===== src/rtl/dxt_texture_vertical_flip_core_assert.svh =====
// ----------------------------------------------------------------------------
// DXT vertical flip core - assertion macros
// Shared concurrent assertion forms, clocked on clk and disabled in reset.
// ----------------------------------------------------------------------------
`ifndef DXT_TEXTURE_VERTICAL_FLIP_CORE_ASSERT_SVH
`define DXT_TEXTURE_VERTICAL_FLIP_CORE_ASSERT_SVH

// same-cycle implication
`define DXTVF_ASSERT_IMP(lbl, ante, cons) \
    lbl: assert property (@(posedge clk) disable iff (!rst_n) (ante) |-> (cons)) \
        else $error("same-cycle check failed");

// next-cycle implication
`define DXTVF_ASSERT_NEXT(lbl, ante, cons) \
    lbl: assert property (@(posedge clk) disable iff (!rst_n) (ante) |=> (cons)) \
        else $error("next-cycle check failed");

`endif


===== src/rtl/dxtvf_pkg.sv =====
// ----------------------------------------------------------------------------
// DXT vertical flip - package
// Sizes, codes and shared types of the block store and flip path.
// ----------------------------------------------------------------------------
package dxtvf_pkg;

    localparam int MAX_DIM_BLOCKS = 64;
    localparam int STORE_DEPTH    = MAX_DIM_BLOCKS * MAX_DIM_BLOCKS;
    localparam int ADDR_W         = (STORE_DEPTH > 1) ? $clog2(STORE_DEPTH) : 1;

    localparam int HALF_W       = 64;
    localparam int POS_W        = 6;
    localparam int CFG_FORMAT_W = 2;
    localparam int CFG_DIM_W    = 7;
    localparam int CFG_DATA_W   = 7;
    localparam int CFG_INDEX_W  = 2;
    localparam int DIM_W        = ($clog2(MAX_DIM_BLOCKS + 1) > CFG_DIM_W) ?
                                  $clog2(MAX_DIM_BLOCKS + 1) : CFG_DIM_W;

    localparam logic FUNC_STORE = 1'b0;
    localparam logic FUNC_FETCH = 1'b1;

    typedef enum logic [CFG_FORMAT_W-1:0] {
        FMT_DXT1 = 2'd0,
        FMT_DXT3 = 2'd1,
        FMT_DXT5 = 2'd2
    } fmt_e;

    typedef enum logic [CFG_INDEX_W-1:0] {
        CFG_BLOCK_FORMAT  = 2'd0,
        CFG_WIDTH_BLOCKS  = 2'd1,
        CFG_HEIGHT_BLOCKS = 2'd2
    } cfg_idx_e;

    typedef logic [ADDR_W-1:0]       addr_t;
    typedef logic [HALF_W-1:0]       half_t;
    typedef logic [DIM_W-1:0]        dim_t;
    typedef logic [CFG_FORMAT_W-1:0] fmt_t;

    typedef struct packed {
        logic we;
        addr_t waddr;
        logic re;
        addr_t raddr;
    } ram_cmd_t;

    typedef struct packed {
        logic valid;
        logic in_range;
        fmt_t fmt;
    } rd_ctl_t;

endpackage


===== src/rtl/dxtvf_if.sv =====
// ----------------------------------------------------------------------------
// DXT vertical flip - channel interfaces
// Request channel (store or fetch items) and response channel (flipped blocks).
// ----------------------------------------------------------------------------
interface dxtvf_req_if;
    import dxtvf_pkg::*;

    logic              valid;
    logic              ready;
    logic              func;
    logic [POS_W-1:0]  block_row;
    logic [POS_W-1:0]  block_col;
    logic [HALF_W-1:0] alpha_half;
    logic [HALF_W-1:0] color_half;

    modport source (
        output valid, func, block_row, block_col, alpha_half, color_half,
        input  ready
    );

    modport sink (
        input  valid, func, block_row, block_col, alpha_half, color_half,
        output ready
    );
endinterface



===== src/rtl/dxtvf_ctrl.sv =====
// ----------------------------------------------------------------------------
// DXT vertical flip - request control
// Configuration registers, range check, store write and mirror-row read.
// ----------------------------------------------------------------------------
module dxtvf_ctrl (
    input  logic                             clk,
    input  logic                             rst_n,
    input  logic                             cfg_we,
    input  logic [dxtvf_pkg::CFG_INDEX_W-1:0] cfg_index,
    input  logic [dxtvf_pkg::CFG_DATA_W-1:0]  cfg_data,
    dxtvf_req_if.sink                        req,
    input  logic                             rd_advance,
    output dxtvf_pkg::ram_cmd_t              ram_cmd,
    output dxtvf_pkg::rd_ctl_t               rd_ctl
);
    import dxtvf_pkg::*;

    fmt_t                 format_reg, format_next;
    logic [CFG_DIM_W-1:0] width_reg, width_next;
    logic [CFG_DIM_W-1:0] height_reg, height_next;
    rd_ctl_t              rd_ctl_reg, rd_ctl_next;

    dim_t wd, ht, row_ext, col_ext, src_row;
    logic in_range, accept;

    always_comb
    begin
        format_next = format_reg;
        width_next  = width_reg;
        height_next = height_reg;
        if (cfg_we)
        begin
            unique case (cfg_index)
                CFG_BLOCK_FORMAT:  format_next = cfg_data[CFG_FORMAT_W-1:0];
                CFG_WIDTH_BLOCKS:  width_next  = cfg_data[CFG_DIM_W-1:0];
                CFG_HEIGHT_BLOCKS: height_next = cfg_data[CFG_DIM_W-1:0];
                default:           format_next = format_reg;
            endcase
        end
    end

    always_comb
    begin
        wd = (DIM_W'(width_reg) > DIM_W'(MAX_DIM_BLOCKS)) ?
             DIM_W'(MAX_DIM_BLOCKS) : DIM_W'(width_reg);
        ht = (DIM_W'(height_reg) > DIM_W'(MAX_DIM_BLOCKS)) ?
             DIM_W'(MAX_DIM_BLOCKS) : DIM_W'(height_reg);
        row_ext  = DIM_W'(req.block_row);
        col_ext  = DIM_W'(req.block_col);
        in_range = (row_ext < ht) && (col_ext < wd);
        src_row  = ht - DIM_W'(1) - row_ext;
    end

    assign req.ready = !rd_ctl_reg.valid || rd_advance;
    assign accept    = req.valid && req.ready;

    always_comb
    begin
        ram_cmd.we    = accept && (req.func == FUNC_STORE) && in_range;
        ram_cmd.waddr = ADDR_W'(row_ext) * ADDR_W'(MAX_DIM_BLOCKS) + ADDR_W'(col_ext);
        ram_cmd.re    = accept && (req.func == FUNC_FETCH) && in_range;
        ram_cmd.raddr = ADDR_W'(src_row) * ADDR_W'(MAX_DIM_BLOCKS) + ADDR_W'(col_ext);
    end

    always_comb
    begin
        rd_ctl_next = rd_ctl_reg;
        if (accept)
        begin
            rd_ctl_next.valid    = (req.func == FUNC_FETCH);
            rd_ctl_next.in_range = in_range;
            rd_ctl_next.fmt      = format_reg;
        end
        else if (rd_advance)
        begin
            rd_ctl_next.valid = 1'b0;
        end
    end

    always_ff @(posedge clk or negedge rst_n)
    begin
        if (!rst_n)
        begin
            format_reg <= FMT_DXT1;
            width_reg  <= CFG_DIM_W'(1);
            height_reg <= CFG_DIM_W'(1);
            rd_ctl_reg <= '0;
        end
        else
        begin
            format_reg <= format_next;
            width_reg  <= width_next;
            height_reg <= height_next;
            rd_ctl_reg <= rd_ctl_next;
        end
    end

    assign rd_ctl = rd_ctl_reg;

endmodule


===== src/flat_wrapper.sv =====
// flat-port wrapper written by rule: the top's interface ports become plain ports
module dxtvf_ctrl_flat import dxtvf_pkg::*;
  (clk, rst_n, cfg_we, cfg_index, cfg_data, rd_advance, ram_cmd, rd_ctl, req_valid, req_func, req_block_row, req_block_col, req_alpha_half, req_color_half, req_ready);
  dxtvf_req_if req_i ();
  input  logic clk;
  input  logic rst_n;
  input  logic cfg_we;
  input  logic [dxtvf_pkg::CFG_INDEX_W-1:0] cfg_index;
  input  logic [dxtvf_pkg::CFG_DATA_W-1:0] cfg_data;
  input  logic rd_advance;
  output dxtvf_pkg::ram_cmd_t ram_cmd;
  output dxtvf_pkg::rd_ctl_t rd_ctl;
  input wire logic [$bits(req_i.valid)-1:0] req_valid;
  input wire logic [$bits(req_i.func)-1:0] req_func;
  input wire logic [$bits(req_i.block_row)-1:0] req_block_row;
  input wire logic [$bits(req_i.block_col)-1:0] req_block_col;
  input wire logic [$bits(req_i.alpha_half)-1:0] req_alpha_half;
  input wire logic [$bits(req_i.color_half)-1:0] req_color_half;
  output wire logic [$bits(req_i.ready)-1:0] req_ready;
  assign req_i.valid = req_valid;
  assign req_i.func = req_func;
  assign req_i.block_row = req_block_row;
  assign req_i.block_col = req_block_col;
  assign req_i.alpha_half = req_alpha_half;
  assign req_i.color_half = req_color_half;
  assign req_ready = req_i.ready;
  dxtvf_ctrl u_core (.clk(clk), .rst_n(rst_n), .cfg_we(cfg_we), .cfg_index(cfg_index), .cfg_data(cfg_data), .req(req_i), .rd_advance(rd_advance), .ram_cmd(ram_cmd), .rd_ctl(rd_ctl));
endmodule

===== config.mk =====
export PLATFORM = sky130hd
export DESIGN_NAME = dxtvf_ctrl_flat
export DESIGN_NICKNAME = d
export VERILOG_FILES = /design/src/rtl/dxt_texture_vertical_flip_core_assert.svh /design/src/rtl/dxtvf_pkg.sv /design/src/rtl/dxtvf_if.sv /design/src/rtl/dxtvf_ctrl.sv /design/src/flat_wrapper.sv
export SDC_FILE = /design/constraint.sdc
export NUM_CORES = 1
export LEC_CHECK = 0
export BUFFER_PORTS_ARGS = -buffer_cell sky130_fd_sc_hd__clkbuf_2
export CORE_ASPECT_RATIO = 0.75
export CORE_MARGIN = 2
export CORE_UTILIZATION = 32
export DETAILED_ROUTE_END_ITERATION = 8
export GPL_TIMING_DRIVEN = 1
export PLACE_DENSITY = 0.81
export SYNTH_ARGS = -nofsm -noshare
export SYNTH_HDL_FRONTEND = slang
export SYNTH_SLANG_ARGS = --single-unit

===== constraint.sdc =====
create_clock -name clk -period 2.6 [get_ports clk]
set_clock_uncertainty 0.05 [all_clocks]
set_input_delay 0.52 -clock clk [delete_from_list [all_inputs] [get_ports clk]]
set_output_delay 0.52 -clock clk [all_outputs]
set_load 0.01 [all_outputs]

==> key figures, run 1 <==
Global route
  • Initial antenna violation count: 0
  • Total gr overflow: 0
  • Vias in the first global route: 1069
  • Global Route Usage Sum: 11.6%
  • First-pass GRT wire length: around 4600 um
  • Largest net degree at the start of global routing: 21

Synth
  • Area of the mapped netlist: 1460 um^2
  • Post-synth top area cell: dfrtp_1
  • Asr flop ratio synth: 100%
  • Register area share after synthesis: 34.5%
  • Top FF cell, synth: dfrtp_1
  • Area share of the largest cell type after synthesis: 30.9%
  • Synthesized area per cell: 11.0 um^2
  • Top cells by area, synth: dfrtp_1 31%, mux2_1 14%, ha_1 14%
  • Cell count after synthesis: 133
  • Synth Warn #: 0
  • Synthesized net count: 305
  • Number of flops mapped to enable cells by yosys: 0
  • Seq cells post-synth: 20
  • Netlist cell types: 27

Timing
  • RSZ-0062 raised after global routing: true
  • Slew headroom: 66.9%
  • # setup viols final: 0
  • Final Hold Viols: 0
  • Worst slew pin tran: 0.496 ns
  • Fin crit period: 2.60 ns
  • Fmax: a little under 400 MHz
  • Final period utilization: between 90% and 100%
  • Final Slew Violations: 0

Final layout
  • Diodes inserted: 0
  • Filler cells: 454
  • Final std cells w/o fill: 236
  • Layout Nets: 352
  • Core Util, Final: around 43%
  • Layout cells sized above 1: 53.1%
  • Area Overhead vs Synth: 29.4%

Route
  • Post-route ant nets: 0
  • Iteration-0 DRC Markers: 18
  • Final wirelength: 2850 um
  • Initial DRT Pass Iterations: 3
  • Routed vias: 1073
  • DRC Markers: 0
  • Routed len/inst: 12.1 um
  • Vias per cell: ~4.5

Place
  • Placed cells: between 200 and 250
  • Post-detail-place hpwl: 2320 um
  • IO Port Bufs: 57
  • GP Congestion: 0.762

CTS
  • CTS buffer count: 3
  • CTS sink cnt: 20
  • CTS HTree Levels: 1
  • Clk pin slew, worst setup/hold paths: 0.08 ns
  • Bufs on Longest Clock Path: 2
  • Clk root buf: clkbuf_8
  • Cts hold-fix bufs: 0
  • Clk_lat worst skew: 0.26 ns
  • CTS tree: done

Critical path
  • CP startpoint: u_core.height_reg[6]$_DFFE_PN0P_
  • Critical-path top delay cell: dfrtp_2
  • CP delay by family, top: compound AO/OA/AOI/OAI gates
  • R2r startpoint: u_core.height_reg[6]$_DFFE_PN0P_
  • Critical Path Sink Type: output pin
  • CP Max Fanout: 7
  • Crit Path Class: register to output pin
  • Ordered cell list for the critical path: nand2b_4 > inv_2 > ha_4 > o211ai_2 > a21oi_2 > o31a_1 > nor3b_2 > buf_2
  • CP startpoint kind: register
  • Internal reg-to-reg setup slack: 0.85 ns
  • Buffers and inverters on the worst path: 2
  • CP peak stage delay: approximately 0.46 ns
  • CP arrival: around 2.0 ns
  • CP required: 2.03 ns

Floorplanning
  • I/O pin count: between 150 and 200
  • Starting Density: 33.0%
  • Num rows: 21
  • Core area: around 4400 um^2
  • Die area: between 5000 and 6000 um^2
  • DIE WIDTH: 81.9 um
  • Die H: about 62 um

Power
  • Leakage: 0.000958 uW
  • Worst vdd ir: around 0.33 mV
  • Power per cell area: between 600 and 700 nW/um^2
  • Post-layout power: roughly 1100 uW

Worst hold path
  • Worst hold path type: input pin to async pin

Run status
  • Outcome: completed

Flow run
  • Max-Cap Viols: 0
placed cells by master (no fill, tap or decap), types with 5 or more instances in the layout:
cell,synthesis,layout
ha_1,16,10
ha_4,0,5
nand2b_1,12,7
mux2_1,18,18
nand2_1,6,6
dfrtp_1,18,16
inv_1,10,7
nand2b_4,1,6
clkbuf_2,0,54
per-stage QoR:
| step | setup WS (ns) | instance area, um^2 | setup TNS [ns] | hold WS [ns] |
|---|---|---|---|---|
| floorplan | 0.348 | 1460 | 0 | 0.174 |
| global placement | 0.0897 | 1680 | 0 | 0.414 |
| detailed placement | 0.0944 | 1680 | 0 | 0.421 |
| CTS | -0.00560 | 1800 | -0.00560 | 0.177 |
| global route | -0.0649 | 1890 | -0.114 | 0.194 |
| finish | 0.00276 | 1890 | 0 | 0.157 |
cell type report:
class	instances	area, um^2	share of cell area, %
multi-input combinational	85	918	48.7
sequential	20	505	26.8
timing repair buffer	60	308	16.3
tap	57	71.3	3.78
clock buffer	4	45.0	2.39
inverter	10	37.5	1.99
power by group:
group	leakage, uW	switching, uW	internal (uW)
Clock	0.0000228	103	109
Sequential	0.000233	47.6	379
Combinational	0.000703	234	259
path summary, 6_finish.rpt:
check / endpoint / cells after the start
setup / recovery: ram_cmd[12] / 8
hold / removal: u_core.width_reg[3]$_DFFE_PN0P_ / 1
setup reg to reg: u_core.rd_ctl[2]$_DFFE_PN0P_ / 7
hold reg to reg: u_core.rd_ctl[1]$_DFFE_PN0P_ / 1
max in group asynchronous: u_core.width_reg[0]$_DFFE_PN1P_ / 1
min in group clk: u_core.rd_ctl[3]$_DFFE_PN0P_ / 3
cells by family after synthesis:
group	after synthesis	synth area share (%)
buffers and inverters	28	11.8
multiplexers	18	13.9
flip-flops	20	34.5
XOR/XNOR	4	2.40
AND/OR/NAND/NOR	30	14.7
AO/OA/AOI/OAI	16	7.55
adder cells (fa/ha/maj)	17	15.1
cell usage after synthesis, types with 2 or more instances:
cell type  number
inv_1          10
dfrtp_1        18
a21o_1          3
nor3b_2         2
nor2b_1         2
a21oi_1         5
mux2_1         18
o211ai_1        2
nor2_1          3
dfstp_2         2
nand2_1         6
nand3b_4        2
nand2b_1       12
xnor2_1         3
buf_4          18
ha_1           16
metal layers:
layer  part of all wire, %  vias up  wire length [um]  global-route usage [%]
met2                    48       33              1380                    19.3
li1                      -      526                 -                       -
met5                     0        -                 0                       0
met4                  0.91        0                26                    3.13
met1                    43      510              1230                    13.9
met3                   7.5        4               215                    4.48
what timing repair did:
action,in CTS,in global routing
endpoints found under the hold margin,0,0
pin swaps,1,6
setup buffers,1,2
gates resized for setup,12,16
endpoints found under the setup margin,4,4
(Power assumes the default switching activity.)
==> run 2: changes to the inputs <==
CORE_ASPECT_RATIO = not set   (was 0.75)
GPL_TIMING_DRIVEN = 0   (was 1)
==> run 2 against run 1 <==
  * Sequential power is essentially flat
  * Sequential cell count is the same
  * Cell area grew 5.1%
  * Sequential share of layout area shrank 1.3 points
  * First-iteration DRC count grew 120%
  * Combinational power grew 0.8%
  * Via count grew 6.1%
  * Non-clock buffer count grew 16
  * Hold slack gained 0.014 ns
  * Critical endpoint unchanged
==> key figures, run 2 (synthesis gave the netlist of run 1 again) <==
Power
  • Post-layout power: around 1100 uW
  • Leakage: ~0.0010 uW
  • Power per cell area: between 500 and 600 nW/um^2
  • Worst vdd ir: 0.291 mV

Global route
  • Global Route Usage Sum: approximately an eighth
  • First-pass GRT wire length: slightly below 5000 um
  • Initial antenna violation count: 0
  • Largest net degree at the start of global routing: 21
  • Vias in the first global route: between 1000 and 1500
  • Total gr overflow: 0

CTS
  • CTS buffer count: 3
  • CTS tree: done
  • Cts hold-fix bufs: 0
  • Bufs on Longest Clock Path: 2
  • Clk_lat worst skew: roughly 0.25 ns
  • CTS sink cnt: 20
  • Clk pin slew, worst setup/hold paths: 0.07 ns
  • Clk root buf: clkbuf_8
  • CTS HTree Levels: 1

Floorplanning
  • Num rows: 24
  • Die H: 71.5 um
  • Die area: 5110 um^2
  • I/O pin count: approximately 190
  • Starting Density: about 33%
  • Core area: 4380 um^2
  • DIE WIDTH: 71.5 um

Final layout
  • Most frequent cells in the layout: 53 x clkbuf_2, 18 x mux2_1, 18 x buf_4
  • Design Area, Final: 1980 um^2
  • Area Overhead vs Synth: 36.0%
  • Layout Nets: 368
  • Diodes inserted: 0
  • Filler cells: 417
  • Layout cells sized above 1: 55.4%
  • Commonest non-fill, non-tap cell in the layout: clkbuf_2

Critical path
  • CP arrival: about 2.0 ns
  • Internal reg-to-reg setup slack: 0.90 ns
  • FF-to-FF path depth: 6
  • Worst r2r dst: u_core.rd_ctl[2]$_DFFE_PN0P_
  • CP required: 2.03 ns
  • Crit Path Class: register to output pin
  • R2r startpoint: u_core.height_reg[6]$_DFFE_PN0P_
  • CP Max Fanout: 7
  • CP startpoint kind: register
  • Critical Path Sink Type: output pin

Timing
  • # setup viols final: 0
  • Slew headroom: between 60% and 70%
  • Fin crit period: 2.59 ns
  • Setup_tns: 0 ns
  • Worst slew pin tran: 0.504 ns
  • Fmax: 386 MHz
  • Final period utilization: 99.6%
  • Final Hold Viols: 0
  • Final Slew Violations: 0
  • RSZ-0062 raised after global routing: true
  • Final hold slack: 0.171 ns

Route
  • Initial DRT Pass Iterations: 4
  • DRC Markers: 0
  • Vias per cell: 4.61
  • Routed len/inst: 12.5 um
  • Post-route ant nets: 0
  • Routed vias: 1138
  • Iteration-0 DRC Markers: 39
  • Final wirelength: 3090 um

Flow run
  • Max-Cap Viols: 0

Place
  • GP Congestion: 0.717
  • Placed inst area: 1810 um^2
  • IO Port Bufs: 57
  • Post-detail-place hpwl: 2530 um

Worst hold path
  • Worst hold path type: input pin to async pin

Run status
  • Outcome: completed
[run 2: critical path, stage by stage, from the launching register on]
cell and delay, ns:
dfrtp_2 0.46, buf_6 0.13, nand2b_4 0.13, ha_4 0.16, a211o_1 0.27, o31a_1 0.30
nor3b_2 0.17, buf_2 0.15
[run 2: worst max path at each step]
stage	end	slack (ns)	startpoint	cells past startpoint
2_1_floorplan	ram_cmd[25]	0.35	req_block_row[4]	5
6_report	ram_cmd[12]	0.01	u_core.height_reg[6]$_DFFE_PN0P_	7
5_1_grt	ram_cmd[12]	-0.08	u_core.height_reg[6]$_DFFE_PN0P_	8
3_3_place_gp	ram_cmd[10]	0.09	req_block_row[0]	8
3_5_place_dp	ram_cmd[10]	0.05	req_block_row[0]	8
4_1_cts	ram_cmd[12]	-0.05	u_core.height_reg[6]$_DFFE_PN0P_	7
[run 2: area by class of cell]
cell class	instances	area [um^2]	area share [%]
multi-input cells	85	897	45.3
flip-flops and latches	20	505	25.5
repair buffers	58	297	15.0
plain buffers	18	135	6.82
well taps	52	65.1	3.28
clock buffers	4	45.0	2.27
inverters	10	37.5	1.89
[run 2: timing repair]
| action | CTS | global route |
|---|---|---|
| gates resized for setup | 13 | 14 |
| endpoints found under the hold margin | 0 | 0 |
| gates cloned | 0 | 0 |
| setup endpoints to repair | 4 | 4 |
| setup buffers | 1 | 0 |
| pin swaps | 4 | 4 |
[run 2: power breakdown]
group / switching [uW] / internal [uW] / leakage, uW / total (uW)
logic: 233 / 264 / 0.000777 / 497
registers: 49.8 / 379 / 0.000233 / 429
clock network: 94.4 / 109 / 0.0000228 / 203
[run 2: metal layers]
metal	vias up	share of wire, %	GRT usage (%)
li1	559	-	-
met1	538	41	14.3
met2	36	52	21.7
met3	5	6.4	4.36
met4	0	0.39	2.31
met5	-	0	0
[run 2: per-stage QoR]
| stage | worst slack, ns | std cells | util, % |
|---|---|---|---|
| after global placement | 0.0883 | 242 | 41.2 |
| final | 0.0112 | 247 | 45.2 |
| after floorplan | 0.348 | 133 | - |
| after global routing | -0.0779 | 247 | 45.2 |
| after CTS | -0.0499 | 247 | 44.0 |
| after detailed placement | 0.0454 | 242 | 41.2 |
