===== src/rtl/dxt_texture_vertical_flip_core_assert.svh =====
// ----------------------------------------------------------------------------
// DXT vertical flip core - assertion macros
// Shared concurrent assertion forms, clocked on clk and disabled in reset.
// ----------------------------------------------------------------------------
`ifndef DXT_TEXTURE_VERTICAL_FLIP_CORE_ASSERT_SVH
`define DXT_TEXTURE_VERTICAL_FLIP_CORE_ASSERT_SVH

// same-cycle implication
`define DXTVF_ASSERT_IMP(lbl, ante, cons) \
    lbl: assert property (@(posedge clk) disable iff (!rst_n) (ante) |-> (cons)) \
        else $error("same-cycle check failed");

// next-cycle implication
`define DXTVF_ASSERT_NEXT(lbl, ante, cons) \
    lbl: assert property (@(posedge clk) disable iff (!rst_n) (ante) |=> (cons)) \
        else $error("next-cycle check failed");

`endif


===== src/rtl/dxtvf_pkg.sv =====
// ----------------------------------------------------------------------------
// DXT vertical flip - package
// Sizes, codes and shared types of the block store and flip path.
// ----------------------------------------------------------------------------
package dxtvf_pkg;

    localparam int MAX_DIM_BLOCKS = 64;
    localparam int STORE_DEPTH    = MAX_DIM_BLOCKS * MAX_DIM_BLOCKS;
    localparam int ADDR_W         = (STORE_DEPTH > 1) ? $clog2(STORE_DEPTH) : 1;

    localparam int HALF_W       = 64;
    localparam int POS_W        = 6;
    localparam int CFG_FORMAT_W = 2;
    localparam int CFG_DIM_W    = 7;
    localparam int CFG_DATA_W   = 7;
    localparam int CFG_INDEX_W  = 2;
    localparam int DIM_W        = ($clog2(MAX_DIM_BLOCKS + 1) > CFG_DIM_W) ?
                                  $clog2(MAX_DIM_BLOCKS + 1) : CFG_DIM_W;

    localparam logic FUNC_STORE = 1'b0;
    localparam logic FUNC_FETCH = 1'b1;

    typedef enum logic [CFG_FORMAT_W-1:0] {
        FMT_DXT1 = 2'd0,
        FMT_DXT3 = 2'd1,
        FMT_DXT5 = 2'd2
    } fmt_e;

    typedef enum logic [CFG_INDEX_W-1:0] {
        CFG_BLOCK_FORMAT  = 2'd0,
        CFG_WIDTH_BLOCKS  = 2'd1,
        CFG_HEIGHT_BLOCKS = 2'd2
    } cfg_idx_e;

    typedef logic [ADDR_W-1:0]       addr_t;
    typedef logic [HALF_W-1:0]       half_t;
    typedef logic [DIM_W-1:0]        dim_t;
    typedef logic [CFG_FORMAT_W-1:0] fmt_t;

    typedef struct packed {
        logic we;
        addr_t waddr;
        logic re;
        addr_t raddr;
    } ram_cmd_t;

    typedef struct packed {
        logic valid;
        logic in_range;
        fmt_t fmt;
    } rd_ctl_t;

endpackage


===== src/rtl/dxtvf_if.sv =====


interface dxtvf_rsp_if;
    import dxtvf_pkg::*;

    logic              valid;
    logic              ready;
    logic [HALF_W-1:0] flipped_alpha;
    logic [HALF_W-1:0] flipped_color;
    logic              out_of_range;

    modport source (
        output valid, flipped_alpha, flipped_color, out_of_range,
        input  ready
    );

    modport sink (
        input  valid, flipped_alpha, flipped_color, out_of_range,
        output ready
    );
endinterface


===== src/rtl/dxtvf_flip.sv =====
// ----------------------------------------------------------------------------
// DXT vertical flip - flip and response stage
// Reverses pixel rows of the fetched block and holds the response register.
// ----------------------------------------------------------------------------
module dxtvf_flip (
    input  logic               clk,
    input  logic               rst_n,
    input  dxtvf_pkg::rd_ctl_t rd_ctl,
    input  dxtvf_pkg::half_t   alpha_rdata,
    input  dxtvf_pkg::half_t   color_rdata,
    output logic               rd_advance,
    dxtvf_rsp_if.source        rsp
);
    import dxtvf_pkg::*;

    logic  rsp_valid_reg, rsp_valid_next;
    half_t alpha_reg, alpha_next;
    half_t color_reg, color_next;
    logic  oor_reg, oor_next;
    half_t alpha_flip;

    function automatic half_t flip_color(input half_t c);
        return {c[39:32], c[47:40], c[55:48], c[63:56], c[31:0]};
    endfunction

    function automatic half_t flip_explicit(input half_t a);
        return {a[15:0], a[31:16], a[47:32], a[63:48]};
    endfunction

    function automatic half_t flip_interp(input half_t a);
        return {a[27:16], a[39:28], a[51:40], a[63:52], a[15:0]};
    endfunction

    always_comb
    begin
        unique case (rd_ctl.fmt)
            FMT_DXT3: alpha_flip = flip_explicit(alpha_rdata);
            FMT_DXT5: alpha_flip = flip_interp(alpha_rdata);
            default:  alpha_flip = '0;
        endcase
    end

    assign rd_advance = !rsp_valid_reg || rsp.ready;

    always_comb
    begin
        rsp_valid_next = rsp_valid_reg;
        alpha_next     = alpha_reg;
        color_next     = color_reg;
        oor_next       = oor_reg;
        if (rd_advance)
        begin
            rsp_valid_next = rd_ctl.valid;
            if (rd_ctl.valid)
            begin
                alpha_next = rd_ctl.in_range ? alpha_flip : '0;
                color_next = rd_ctl.in_range ? flip_color(color_rdata) : '0;
                oor_next   = !rd_ctl.in_range;
            end
        end
    end

    always_ff @(posedge clk or negedge rst_n)
    begin
        if (!rst_n)
        begin
            rsp_valid_reg <= 1'b0;
        end
        else
        begin
            rsp_valid_reg <= rsp_valid_next;
        end
    end

    always_ff @(posedge clk)
    begin
        alpha_reg <= alpha_next;
        color_reg <= color_next;
        oor_reg   <= oor_next;
    end

    assign rsp.valid         = rsp_valid_reg;
    assign rsp.flipped_alpha = alpha_reg;
    assign rsp.flipped_color = color_reg;
    assign rsp.out_of_range  = oor_reg;

endmodule


===== src/flat_wrapper.sv =====
// flat-port wrapper written by rule: the top's interface ports become plain ports
module dxtvf_flip_flat import dxtvf_pkg::*;
  (clk, rst_n, rd_ctl, alpha_rdata, color_rdata, rd_advance, rsp_valid, rsp_flipped_alpha, rsp_flipped_color, rsp_out_of_range, rsp_ready);
  dxtvf_rsp_if rsp_i ();
  input  logic clk;
  input  logic rst_n;
  input  dxtvf_pkg::rd_ctl_t rd_ctl;
  input  dxtvf_pkg::half_t alpha_rdata;
  input  dxtvf_pkg::half_t color_rdata;
  output logic rd_advance;
  output wire logic [$bits(rsp_i.valid)-1:0] rsp_valid;
  output wire logic [$bits(rsp_i.flipped_alpha)-1:0] rsp_flipped_alpha;
  output wire logic [$bits(rsp_i.flipped_color)-1:0] rsp_flipped_color;
  output wire logic [$bits(rsp_i.out_of_range)-1:0] rsp_out_of_range;
  input wire logic [$bits(rsp_i.ready)-1:0] rsp_ready;
  assign rsp_valid = rsp_i.valid;
  assign rsp_flipped_alpha = rsp_i.flipped_alpha;
  assign rsp_flipped_color = rsp_i.flipped_color;
  assign rsp_out_of_range = rsp_i.out_of_range;
  assign rsp_i.ready = rsp_ready;
  dxtvf_flip u_core (.clk(clk), .rst_n(rst_n), .rd_ctl(rd_ctl), .alpha_rdata(alpha_rdata), .color_rdata(color_rdata), .rd_advance(rd_advance), .rsp(rsp_i));
endmodule

===== config.mk =====
export PLATFORM = sky130hd
export DESIGN_NAME = dxtvf_flip_flat
export DESIGN_NICKNAME = d
export VERILOG_FILES = /design/src/rtl/dxt_texture_vertical_flip_core_assert.svh /design/src/rtl/dxtvf_pkg.sv /design/src/rtl/dxtvf_if.sv /design/src/rtl/dxtvf_flip.sv /design/src/flat_wrapper.sv
export SDC_FILE = /design/constraint.sdc
export NUM_CORES = 1
export LEC_CHECK = 0
export BUFFER_PORTS_ARGS = -buffer_cell sky130_fd_sc_hd__buf_2
export CORE_UTILIZATION = 45
export CTS_CLUSTER_SIZE = 10
export DETAILED_ROUTE_END_ITERATION = 10
export PLACE_DENSITY = 0.77
export SETUP_SLACK_MARGIN = 0.5
export SLEW_MARGIN = 20
export SYNTH_ARGS = -nofsm -noshare
export SYNTH_HDL_FRONTEND = slang
export SYNTH_SLANG_ARGS = --single-unit

===== constraint.sdc =====
create_clock -name clk -period 5.65 [get_ports clk]
set_clock_uncertainty 0.1 [all_clocks]
set_input_delay 0.565 -clock clk [delete_from_list [all_inputs] [get_ports clk]]
set_output_delay 0.565 -clock clk [all_outputs]
set_load 0.005 [all_outputs]

==> flow_summary.ini, run 1 <==
[cts]
cts_resized = 0
clock_latency_ps = 400
cts_buffers = 17
cts_tree = built
h-tree-depth = 4
clkTransAtPathRegs_ps = 50
cts_sinks = 130
ctsRootBufferMaster = clkbuf_16
hold_buffers = 1
clockBufferDepth = 2
postCtsSetupRepairBufs = 0

[min_path]
min_to = u_core.rsp.valid
holdPathStages = 2
min_path_type = in2reg
min_from = rd_ctl[3]

[setup_path]
max_stage_delay_ps = 640
reg2reg_setup_slack_ps = 3690
critPathMaxFanout = 60
critPathSlowestCell = buf_4
r2r_cells = 3
critPathKind = reg2reg
end_kind = flip-flop
worstPathArrival_ps = 1890
reg2reg_from = u_core.rsp.valid
worstPathCellList = nand2b_1 -> and2_4 -> buf_4
required_ps = 5590
r2r-end = u_core.rsp.flipped_alpha[6]
critical_path.top_delay_family = buffers and inverters
cp-start-kind = flip-flop
critPathBufInv = 1

[power_and_ir_drop]
power.density_nw_per_um2 = 334.2
seqPwrFrac_pct = 46.8
report.power.total_uw = 2429
ir_drop_uv = 241.2
swShare_pct = 21.38
power.leakage_uw = 0.003105
power_frac_clock_pct = 43.8
p_switching_uw = 519.3
internal-power_uw = 1909
combPwrFrac_pct = 9.3

[global_route]
grt_pass1_vias = 3914
grt_overflow_total = 0
grt_max_degree = 67
antenna_found_initial = 2
grt_pass1_wl_um = 20530
grt_use_total_pct = 22.24

[sta]
rsz0062_at_grt = false
fin_ws_ps = 3695
finalSetupViolations = 0
hold_viol = 0
fin_crit_sh_pct = 34.61
maxSlewViolCount = 0
period_minus_slack_ps = 1955
maxSlewHeadroom_pct = 45.12
tightest_slew_ps = 823.2
fin_setup_tns_ps = 0
fmax_mhz = 511.4

[final_layout]
seq_area_um2 = 3899
final_area_um2 = 7266
finalNetCount = 755
final_layout_size_suffix_gt1_share_pct = 52.30
fillers = 893
multi_input_area_um2 = 1246
area_growth_syn_to_layout_pct = 36.22

[floorplanning]
ios = 266
coreArea_um2 = 11470
fp.dieArea_um2 = 12290
fp.dieW_um = 110.9
rows = 39
die_h_um = 110.9
start_util_pct = 46.51

[synthesis]
synth_top_family_by_area = simple AND/OR/NAND/NOR gates
synth_most_common_cell = edfxtp_1
ys_ff_latch = 130
synthMuxAreaShare_pct = 0
synth-adder-area-share_pct = 0.4692
synth_xor_area_share_pct = 0
ys_seq_area_share_pct = 73.09
yosys.area_share.simple_pct = 13.23
ys_types = 14
synth_top_area_cell = edfxtp_1
ys.flop_type = edfxtp_1
synthArstFlopShare_pct = 0.7692
synth_area_per_cell_um2 = 14.86
synth_top_area_share_pct = 72.62
synth-compound-area-share_pct = 9.008
syn-num-nets = 496
synthTopCellsByCount = 129 x edfxtp_1, 64 x a22oi_1, 64 x nor2_1
synth-edff-count = 129
syn-cell-area_um2 = 5334
yosysWarnings = 0
synthCells = 359
synth.top_cells.by_area = edfxtp_1 73%, a22oi_1 9.0%, and2_2 4.5%

[placed_design]
placed_area_um2 = 6656
dpl.hpwl_um = 9517
io_buffers = 265
gp_congestion = 0.8715
dpl_worst_slack_ps = 3280

[route]
ant_nets = 0
routed_via_density = 5.108
first_iter_violations = 357
vias = 3964
wl_per_cell_um = 17.31
drt-pass1-iter-count = 5
wl_um = 13430
drcViolationCount = 0

[flow_run]
cap_violations = 0

[outcome]
status = finished clean
==> logic make-up after synthesis <==
family,after synthesis
flip-flops,130
adder cells (fa/ha/maj),2
buffers and inverters,31
AND/OR/NAND/NOR,132
AO/OA/AOI/OAI,64
==> power by group through the flow <==
stage | sequential [uW] | clock, uW | combinational (uW)
5_1_grt | 1140 | 1120 | 249
6_report | 1140 | 1060 | 227
3_3_place_gp | 1160 | 0 | 218
3_5_place_dp | 1160 | 0 | 225
4_1_cts | 1140 | 1080 | 226
2_1_floorplan | 1170 | 0 | 98.9
==> how the worst max path moves through the flow <==
| stage | startpoint | endpoint | slack (ps) | cells after the start |
|---|---|---|---|---|
| after detailed placement | rd_ctl[1] | u_core.rsp.flipped_alpha[38] | 3280 | 5 |
| after global routing | rd_ctl[2] | u_core.rsp.flipped_alpha[9] | 3540 | 3 |
| after CTS | u_core.rsp.valid | u_core.rsp.flipped_color[36] | 3670 | 3 |
| final | u_core.rsp.valid | u_core.rsp.flipped_alpha[6] | 3690 | 3 |
| after floorplan | rsp_ready | u_core.rsp.flipped_alpha[0] | 1350 | 2 |
| after global placement | rd_ctl[2] | u_core.rsp.flipped_alpha[58] | 3090 | 3 |
==> metal layers <==
layer	up-vias	track usage (%)	share of wire [%]
met3	25	7.326	8.5
met5	-	0	0
met2	226	36.40	50
met1	1868	26.23	39
li1	1845	-	-
met4	0	11.29	2.7
==> sequential cells by signal, summed over array words and instances, names as in the netlist <==
| register | flops |
|---|---|
| u_core.rsp.valid | 1 |
| u_core.rsp.flipped_color | 64 |
| u_core.rsp.flipped_alpha | 64 |
| u_core.rsp.out_of_range | 1 |
==> layout make-up <==
| class | count | area share [%] |
|---|---|---|
| Tap cell | 143 | 2.463 |
| Antenna cell | 2 | 0.06888 |
| Timing Repair Buffer | 268 | 18.60 |
| Inverter | 3 | 0.1550 |
| Clock inverter | 14 | 1.998 |
| Sequential cell | 130 | 53.66 |
| Multi-Input combinational cell | 198 | 17.15 |
| Clock buffer | 18 | 5.907 |
==> placed cells by master, fill, tap and decap left out, drive strengths merged <==
cell type      n
edfxtp       129
ha             2
a22oi         64
nand2b         3
nor2          64
diode          2
buf          267
and2          65
bufinv         3
dfrtp          1
inv            3
clkbuf        18
dlygate4sd3    1
clkinvlp       2
clkinv         9
==> metrics by stage <==
stage	cells	utilization, %	hold slack, ps
detailed placement	741	58.05	244.6
global placement	741	58.00	239.9
finish	776	63.36	279.3
global route	776	63.36	255.4
CTS	774	63.14	257.4
floorplan	359	-	169.4
(Power assumes the default switching activity.)
==> run 2, diff against run 1 <==
==> constraint.sdc (replaced) <==
create_clock -name clk -period 2 [get_ports clk]
set_clock_uncertainty 0.1 [all_clocks]
set_input_delay 0.2 -clock clk [delete_from_list [all_inputs] [get_ports clk]]
set_output_delay 0.2 -clock clk [all_outputs]
set_load 0.005 [all_outputs]
==> run 2 against run 1 <==
Compared with the run above: clock-buffer cell count rose by 2; clock power increased to 2.5 times the previous value; global-route usage up 2.5 points; cell area up 9.7%; combinational power increased to 3.4 times the previous value; register-to-register slack got worse by 3100 ps; critical path depth did not move; utilization is 6.2 points higher; largest cell class unchanged.
==> flow_summary.ini, run 2 (same netlist as run 1, synthesis figures left out) <==
[placed_design]
dpl.hpwl_um = 9663
gp_congestion = 0.8096
io_buffers = 265
dpl_worst_slack_ps = 463.3
placed_area_um2 = 6771

[floorplanning]
rows = 39
fp.dieArea_um2 = 12290
coreArea_um2 = 11470
ios = 266
start_util_pct = 46.51
die_h_um = 110.9
fp.dieW_um = 110.9

[global_route]
grt_pass1_wl_um = 22900
grt_overflow_total = 0
grt_pass1_vias = 4410
grt_max_degree = 66
antenna_found_initial = 1
grt_use_total_pct = 24.79

[cts]
h-tree-depth = 4
cts_buffers = 17
clock_latency_ps = 400
ctsRootBufferMaster = clkbuf_16
clockBufferDepth = 2
cts_tree = built
clkTransAtPathRegs_ps = 50
cts_sinks = 130

[route]
wl_per_cell_um = 17.49
first_iter_violations = 306
wl_um = 14800
drt-pass1-iter-count = 5
routed_via_density = 5.060
drcViolationCount = 0
ant_nets = 0
vias = 4281

[setup_path]
worstPathArrival_ps = 1430
cp-start-kind = flip-flop
reg2reg_setup_slack_ps = 560
r2r_cells = 3
end_kind = flip-flop
r2r-end = u_core.rsp.flipped_color[2]
required_ps = 1990
critPathKind = reg2reg
critPathMaxFanout = 47
reg2reg_from = u_core.rsp.valid

[sta]
fin_setup_tns_ps = 0
period_minus_slack_ps = 1444
fin_ws_ps = 555.6
fmax_mhz = 692.3
hold_viol = 0
hold_ws_ps = 14.71
maxSlewViolCount = 0
fin_crit_sh_pct = 72.22
tightest_slew_ps = 483.7
finalSetupViolations = 0
maxSlewHeadroom_pct = 67.75
rsz0062_at_grt = true

[final_layout]
final_cell_mix = 265 x buf_2, 129 x edfxtp_1, 67 x dlygate4sd3_1
finalNetCount = 829
area_growth_syn_to_layout_pct = 49.45
final_layout_size_suffix_gt1_share_pct = 47.51
post-route-util_pct = 69.51
final_area_um2 = 7971
final_common_cell = buf_2
antenna_cells = 0

[min_path]
min_from = color_rdata[5]
min_path_type = in2reg
min_to = u_core.rsp.flipped_color[5]
holdPathStages = 2

[power_and_ir_drop]
ir_drop_uv = 598.3
power.leakage_uw = 0.003413
power.density_nw_per_um2 = 839.7

[flow_run]
cap_violations = 0

[outcome]
status = finished clean
==> run 2: changes by cell type in the layout (fill, tap and decap cells not counted), moves of 2 or more <==
cell | before | now
dlygate4sd3_1 | 1 | 67
buf_12 | 0 | 5
buf_4 | 2 | 4
bufinv_16 | 3 | 1
clkbuf_1 | 1 | 3
clkinvlp_4 | 2 | 0
diode_2 | 2 | 0
ha_2 | 0 | 2
ha_4 | 2 | 0
==> run 2: power by group <==
group,leakage [uW],internal (uW),switching [uW],total [uW]
clock network,0.000253,1660,1040,2700
registers,0.00129,3180,38.5,3210
logic,0.00187,403,380,783
total,0.00341,5240,1450,6690
==> run 2: layout make-up <==
type / count / area (um2)
Clock inverter: 10 / 70.07
Inverter: 3 / 11.26
Multi-Input combinational cell: 198 / 1221
Fill cell: 809 / 3496
Timing Repair Buffer: 342 / 2155
Sequential cell: 130 / 3899
Clock buffer: 20 / 436.7
Tap cell: 143 / 178.9
==> run 2: routing by layer <==
metal	wire length, um	vias to the layer above	GRT usage, %
li1	-	1995	-
met3	1065	43	7.217
met1	5601	2032	27.90
met2	7545	209	42.03
met5	13	-	0
met4	570	2	14.22
==> run 2: critical path, cell delays in order, from the launching register on <==
cell	delay (ps)
dfrtp_1	370
nand2b_1	120
and2_4	250
buf_16	260
==> run 2: how the worst max path moves through the flow <==
stage / slack, ps / start / to / cells after the start
floorplan: 20 / u_core.rsp.valid / u_core.rsp.flipped_alpha[0] / 2
global placement: 520 / u_core.rsp.valid / u_core.rsp.flipped_color[6] / 3
detailed placement: 460 / u_core.rsp.valid / u_core.rsp.flipped_color[5] / 3
CTS: 560 / u_core.rsp.valid / u_core.rsp.flipped_color[2] / 3
global route: 490 / u_core.rsp.valid / u_core.rsp.flipped_color[2] / 3
finish: 560 / u_core.rsp.valid / u_core.rsp.flipped_color[2] / 3
==> run 2: repair_timing <==
item | in CTS | in global routing
hold buffers | 67 | 0
endpoints found under the setup margin | 47 | 46
setup buffers | 2 | 0
pin swaps | 1 | 0
endpoints found under the hold margin | 65 | 0
gates resized for setup | 1 | 0
==> run 2: metrics by stage <==
step	instances	total power [uW]
after floorplan	359	3573
after global placement	747	3908
after detailed placement	747	3933
after CTS	846	6728
after global routing	846	6920
final	846	6694
==> run 3, diff against run 2 <==
==> constraint.sdc (replaced) <==
create_clock -name clk -period 1.4 [get_ports clk]
set_clock_uncertainty 0.1 [all_clocks]
set_input_delay 0.14 -clock clk [delete_from_list [all_inputs] [get_ports clk]]
set_output_delay 0.14 -clock clk [all_outputs]
set_load 0.005 [all_outputs]
==> run 3 against run 2 <==
Compared with the run above: the flow now finishes with violations (negative hold slack); setup slack worse by 530 ps; highest routed layer is now met4; critical endpoint is now u_core.rsp.flipped_alpha[16]; largest power group unchanged; via count up 6.2%; routed wire length up 17%; critical path type unchanged.
==> flow_summary.ini, run 3 (same netlist as run 1, synthesis figures left out) <==
[min_path]
min_path_type = in2reg
min_from = alpha_rdata[51]

[global_route]
grt_overflow_total = 0
grt_use_total_pct = 26.71
grt_max_degree = 65
grt_pass1_wl_um = 24470
antenna_found_initial = 0
grt_pass1_vias = 4535

[floorplanning]
rows = 39
fp.dieArea_um2 = 12290
coreArea_um2 = 11470
start_util_pct = 46.51
die_h_um = 110.9
ios = 266
fp.dieW_um = 110.9

[placed_design]
gp_congestion = 0.9000
io_buffers = 265
placed_area_um2 = 7121
dpl.hpwl_um = 10330

[route]
ant_nets = 0
vias = 4548
first_iter_violations = 368
drt-pass1-iter-count = 4
wl_per_cell_um = 19.83
routed_via_density = 5.210
wl_um = 17310
drcViolationCount = 0

[sta]
fmax_mhz = 726.3
maxSlewViolCount = 0
rsz0062_at_grt = true
hold_viol = 9
hold_ws_ps = -19.96
period_minus_slack_ps = 1377
tightest_slew_ps = 347.2
fin_setup_tns_ps = 0
maxSlewHeadroom_pct = 76.85
finalSetupViolations = 0
fin_crit_sh_pct = 98.35

[final_layout]
final_layout_size_suffix_gt1_share_pct = 60.82
fillers = 628
area_growth_syn_to_layout_pct = 71.90
finalNetCount = 854
final_area_um2 = 9169
post-route-util_pct = 79.96
final_common_cell = buf_2
multi_input_area_um2 = 1779
antenna_cells = 0
final_cell_mix = 260 x buf_2, 129 x edfxtp_1, 60 x dlygate4sd3_1
seq_area_um2 = 3899

[outcome]
violations = negative hold slack
status = complete, but fails checks

[setup_path]
cp-start-kind = flip-flop
max_stage_delay_ps = 400
critPathMaxFanout = 8
reg2reg_from = u_core.rsp.valid
critical_path.startpoint = u_core.rsp.valid
critPathSlowestCell = dfrtp_1
end_kind = flip-flop
required_ps = 1430
critPathKind = reg2reg
worstPathCellList = nand2b_4 -> and2_4 -> buf_4 -> buf_16
worstPathArrival_ps = 1410

[power_and_ir_drop]
power.density_nw_per_um2 = 1164
power.leakage_uw = 0.003822
ir_drop_uv = 800.7

[cts]
clockBufferDepth = 2
cts_sinks = 130
h-tree-depth = 4
cts_buffers = 17
clock_latency_ps = 410
hold_buffers = 67
cts_tree = built
clkTransAtPathRegs_ps = 60
ctsRootBufferMaster = clkbuf_16

[flow_run]
cap_violations = 0
run 3: cell count changes in the layout (fill, tap and decap cells not counted), sizes merged, moves of 2 or more:
cell	previous run	this run
clkinvlp	0	3
buf	275	294
clkinv	9	6
dlygate4sd3	67	60
clkbuf	20	24
bufinv	1	3
dlymetal6s4s	0	7
run 3: report_power, final:
group          switching [uW]  internal (uW)  total [uW]  leakage [uW]
clock network            1650           2800        4440      0.000281
logic                     779            851        1630       0.00225
registers                59.0           4540        4590       0.00129
run 3: critical path: cells and delay by family, from the launching register on:
family / cells / cell delay, ps
flip-flops: 1 / 400
buffers and inverters: 2 / 280
AND/OR/NAND/NOR: 2 / 310
run 3: per-stage QoR:
step / instances / setup slack (ps) / power, uW
after floorplan: 359 / -581.2 / 5208
after global placement: 754 / 24.32 / 5738
after detailed placement: 754 / 13.21 / 5776
after CTS: 863 / 6.751 / 10430
final: 873 / 23.08 / 10670
after global routing: 873 / -24.32 / 10990
run 3: worst paths after layout:
path / cells past startpoint / to / slack, ps
worst max-delay path: 4 / u_core.rsp.flipped_alpha[16] / 20
worst min-delay path: 3 / u_core.rsp.flipped_alpha[3] / -20
worst max register to register: 4 / u_core.rsp.flipped_alpha[16] / 20
worst min register to register: 4 / u_core.rsp.valid / 690
max in group asynchronous: 3 / u_core.rsp.valid / 650
min in group asynchronous: 3 / u_core.rsp.valid / 450
run 3: repair_timing:
item,4_1_cts,5_1_grt
gates cloned,4,8
hold endpoints to repair,97,8
pin swaps,0,18
endpoints found under the setup margin,281,322
gates resized for setup,11,107
setup buffers,6,2
run 3: layout make-up:
type                    instances  share of cell area [%]
repair buffers                366                   29.30
flip-flops and latches        130                   42.52
clock buffers                  19                   4.722
multi-input cells             199                   19.41
inverters                       3                  0.3412
well taps                     143                   1.951
clock inverters                13                   1.760
run 3: metal layers:
layer | share of wire, % | vias to the layer above | global-route usage (%)
met3 | 6.4 | 38 | 7.490
li1 | - | 2052 | -
met4 | 3.1 | 0 | 12.53
met2 | 53 | 249 | 46.54
met1 | 38 | 2209 | 30.28
met5 | 0 | - | 0
